$ cat src/swmms_pkg.sv
package swmms_pkg;

   localparam int CFG_BITS     = 7;
   localparam int FIELD_W      = 32;
   localparam int TOTAL_W      = 64;
   localparam logic [CFG_BITS-1:0] WINDOW_RESET = 7'd3;

   typedef enum logic [2:0] {
      ST_IDLE,
      ST_EXP_RD,
      ST_EXP_CHK,
      ST_BACK_RD,
      ST_BACK_CHK,
      ST_PUSH
   } state_type;

   typedef struct packed {
      logic capture;
      logic rd_back;
      logic exp_step;
      logic back_step;
      logic push;
   } cmd_type;

   typedef struct packed {
      logic any_expired;
      logic any_dominated;
      logic out_free;
   } status_type;

endpackage

$ cat src/swmms_ctrl.sv
module swmms_ctrl
   import swmms_pkg::*;
(
   input  logic       clock,
   input  logic       reset,
   input  logic       req_valid,
   output logic       req_ready,
   input  status_type status,
   output cmd_type    cmd
);

   state_type state_ff, state_in;

   always_ff @(posedge clock) begin
      if (reset) begin
         state_ff <= ST_IDLE;
      end else begin
         state_ff <= state_in;
      end
   end

   always_comb begin
      state_in = state_ff;
      case (state_ff)
         ST_IDLE: begin
            if (req_valid) state_in = ST_EXP_RD;
         end
         ST_EXP_RD: begin
            state_in = ST_EXP_CHK;
         end
         ST_EXP_CHK: begin
            state_in = status.any_expired ? ST_EXP_RD : ST_BACK_RD;
         end
         ST_BACK_RD: begin
            state_in = ST_BACK_CHK;
         end
         ST_BACK_CHK: begin
            state_in = status.any_dominated ? ST_BACK_RD : ST_PUSH;
         end
         ST_PUSH: begin
            if (status.out_free) state_in = ST_IDLE;
         end
         default: begin
            state_in = ST_IDLE;
         end
      endcase
   end

   always_comb begin
      req_ready     = (state_ff == ST_IDLE);
      cmd.capture   = (state_ff == ST_IDLE) && req_valid;
      cmd.rd_back   = state_ff inside {ST_BACK_RD, ST_BACK_CHK};
      cmd.exp_step  = (state_ff == ST_EXP_CHK);
      cmd.back_step = (state_ff == ST_BACK_CHK);
      cmd.push      = (state_ff == ST_PUSH) && status.out_free;
   end

endmodule

$ cat config.mk
export PLATFORM = sky130hd
export DESIGN_NAME = swmms_ctrl
export DESIGN_NICKNAME = d
export VERILOG_FILES = /design/src/swmms_pkg.sv /design/src/swmms_ctrl.sv
export SDC_FILE = /design/constraint.sdc
export NUM_CORES = 1
export LEC_CHECK = 0
export ABC_AREA = 1
export BUFFER_PORTS_ARGS = -buffer_cell sky130_fd_sc_hd__clkbuf_2
export CAP_MARGIN = 20
export CORE_AREA = 5 5 42 44
export DETAILED_ROUTE_END_ITERATION = 7
export DIE_AREA = 0 0 47 49
export GPL_TIMING_DRIVEN = 0
export HOLD_SLACK_MARGIN = 0.12
export SLEW_MARGIN = 20
export SYNTH_ARGS = -nofsm -noshare
export SYNTH_HDL_FRONTEND = slang
export SYNTH_SLANG_ARGS = --single-unit
$ cat constraint.sdc
create_clock -name clock -period 1.1 [get_ports clock]
set_input_delay 0.22 -clock clock [delete_from_list [all_inputs] [get_ports clock]]
set_output_delay 0.22 -clock clock [all_outputs]
set_load 0.1 [all_outputs]
==> metrics.cfg <==
[global_route]
antenna_found_initial=0
grt_pass1_vias=313
track_usage=0.0852
overflow=0
grt_max_degree=7
grt_pass1_wl_um=1370

[critical_path]
r2r_cells=5
start_kind=flop
reg2reg_slack_ns=0.05
crit_start=state_ff[1]
worst-setup-path-type=reg -> out
worstPathArrival_ns=1.17
crit_end=cmd[4]
timing.rr.end=state_ff[0]
reg2reg_from=state_ff[1]
critical_path_required_ns=0.88
crit_fanout=3
end_kind=primary output

[logic_synthesis]
ys_top_cells_by_area=dfxtp_1 28%, nand3_1 17%, inv_1 14%
synthArstFlopShare=0
synthFlopType=dfxtp_1
synth_top_area_share=0.284
synth_area_per_cell_um2=5.71
synth-edff-count=0
yosys.area.top_type=dfxtp_1
yosysUniqueCellTypes=10
syn_inst=37
syn_nets=43
synth_seq_cells=3
syn_area_um2=211
yosysMostFrequentCell=inv_1
ys_warn_count=0
ys_seq_area_frac=0.284
synthTopCellsByCount=8 x inv_1, 7 x nand3_1, 6 x nor2_1

[sta]
setup_violations=6
setup_ws_ns=-0.286
rsz0062_at_grt=true
fin_hold_ws_ns=0.164
min_period_over_period=1.26
tightest_slew_ns=0.169
tns_ns=-1.40
hold_viol_final=0
slew_violations=0
finalClockSkew_ns=0.00121
slew_headroom=0.887
fmax_mhz=722
min_period_ns=1.39

[clock_network]
root_buffer=clkbuf_4
clock_latency_ns=0.23
cts_tree=built
h-tree-depth=1
cts_made_buffers=3
clk_pin_slew_ns=0.04
clockBufferDepth=2
clock_sinks=3

[power_and_ir_drop]
p_leak_nw=0.268
ir_worst_vdd_v=0.000569
powerDensity_nw_per_um2=1220

[cells_and_area]
reg_top3=state_ff x3
finish.instance_area_um2=592
diodes=0
drive_gt1_frac=0.655
area_growth_pct=180
largest_reg_flops=3
largest-register=state_ff
nNetsFinal=65
final_util=0.422
n_fill_cell=149

[floorplanning]
initial_core_util=0.151
rows=14
dieWidth_um=47
core_area_um2=1400
die_area_um2=2300
io_pins=12
die_y_um=49

[routing]
ant_nets=0
viasPerCell=3.95
wl_per_cell_um=10.0
drcViolationCount=0
vias=292
drt_wl_total_um=743
drt_iter0_drc=0
firstDrtPassIters=1

[hold_path]
hold_depth=2
hold_path_class=in -> reg

[job]
drv_cap=0

[placed_design]
dp_slack_ns=-0.468
postPlaceCellArea_um2=355
port_buffers=11
place_congestion=0.623
hpwl_um=468

[outcome]
outcome=finished with violations
failed_checks=setup timing

worst min path at each step:
stage | startpoint | to
global route | reset | state_ff[2]
CTS | reset | state_ff[2]
detailed placement | reset | state_ff[0]
global placement | reset | state_ff[0]
floorplan | reset | state_ff[0]
finish | reset | state_ff[2]
critical path, cell delays in order, from the launching register on:
cell	delay (ns)
dfxtp_4	0.36
nor2_4	0.18
nand2_4	0.09
nor2_4	0.10
clkbuf_16	0.20
layout by cell type, fill, tap and decap left out:
cell type / count
nand3_4: 2
dfxtp_4: 3
clkinvlp_4: 2
a21oi_2: 1
nor2_4: 3
nor3_4: 1
clkbuf_16: 6
nor2_1: 4
buf_4: 5
a21oi_1: 1
nor2_2: 1
buf_6: 1
nand3_1: 6
clkbuf_1: 1
nand2_4: 2
clkbuf_4: 3
inv_1: 6
inv_4: 2
nand2_8: 1
nand2_1: 2
clkbuf_2: 5
per-stage QoR:
stage               std cells  total power [mW]
global placement           64             0.389
detailed placement         64             0.392
floorplan                  37             0.355
finish                     74             0.720
CTS                        74             0.721
global route               74             0.757
repair_timing:
item / CTS / global route
resized for setup: 27 / 2
hold buffers: 0 / 0
pin swaps: 6 / 1
setup buffers: 6 / 0
setup endpoints to repair: 6 / 7
power breakdown:
part | switching (mW) | internal (mW) | total [mW]
registers | 0.0238 | 0.118 | 0.142
clock network | 0.0574 | 0.136 | 0.193
logic | 0.228 | 0.156 | 0.385
total | 0.310 | 0.411 | 0.720
cells by family (layout without fill, tap and decap cells):
| family | after synthesis | after routing | share of synthesized area |
|---|---|---|---|
| buffers and inverters | 10 | 31 | 0.178 |
| and+or+nand+nor | 22 | 22 | 0.491 |
| AOI/OAI and AO/OA | 2 | 2 | 0.0473 |
| DFF | 3 | 3 | 0.284 |
final cells by class:
cell class                 count  area, um2  area share
tap                           16       20.0      0.0338
inverter                      10       50.0      0.0846
timing repair buffer          17        224       0.378
multi-input combinational     24        200       0.338
sequential                     3       71.3       0.121
clock buffer                   4       26.3      0.0444
per-layer routing:
metal / track usage / share of wire / wire length [um] / up-vias
met5: 0 / 0 / 0 / -
met4: 0.0553 / 0.027 / 20 / 0
met3: 0.0258 / 0.054 / 40 / 2
met2: 0.133 / 0.56 / 415 / 8
met1: 0.0945 / 0.36 / 266 / 125
li1: - / - / - / 157
Power figures use the tool's default switching activity.
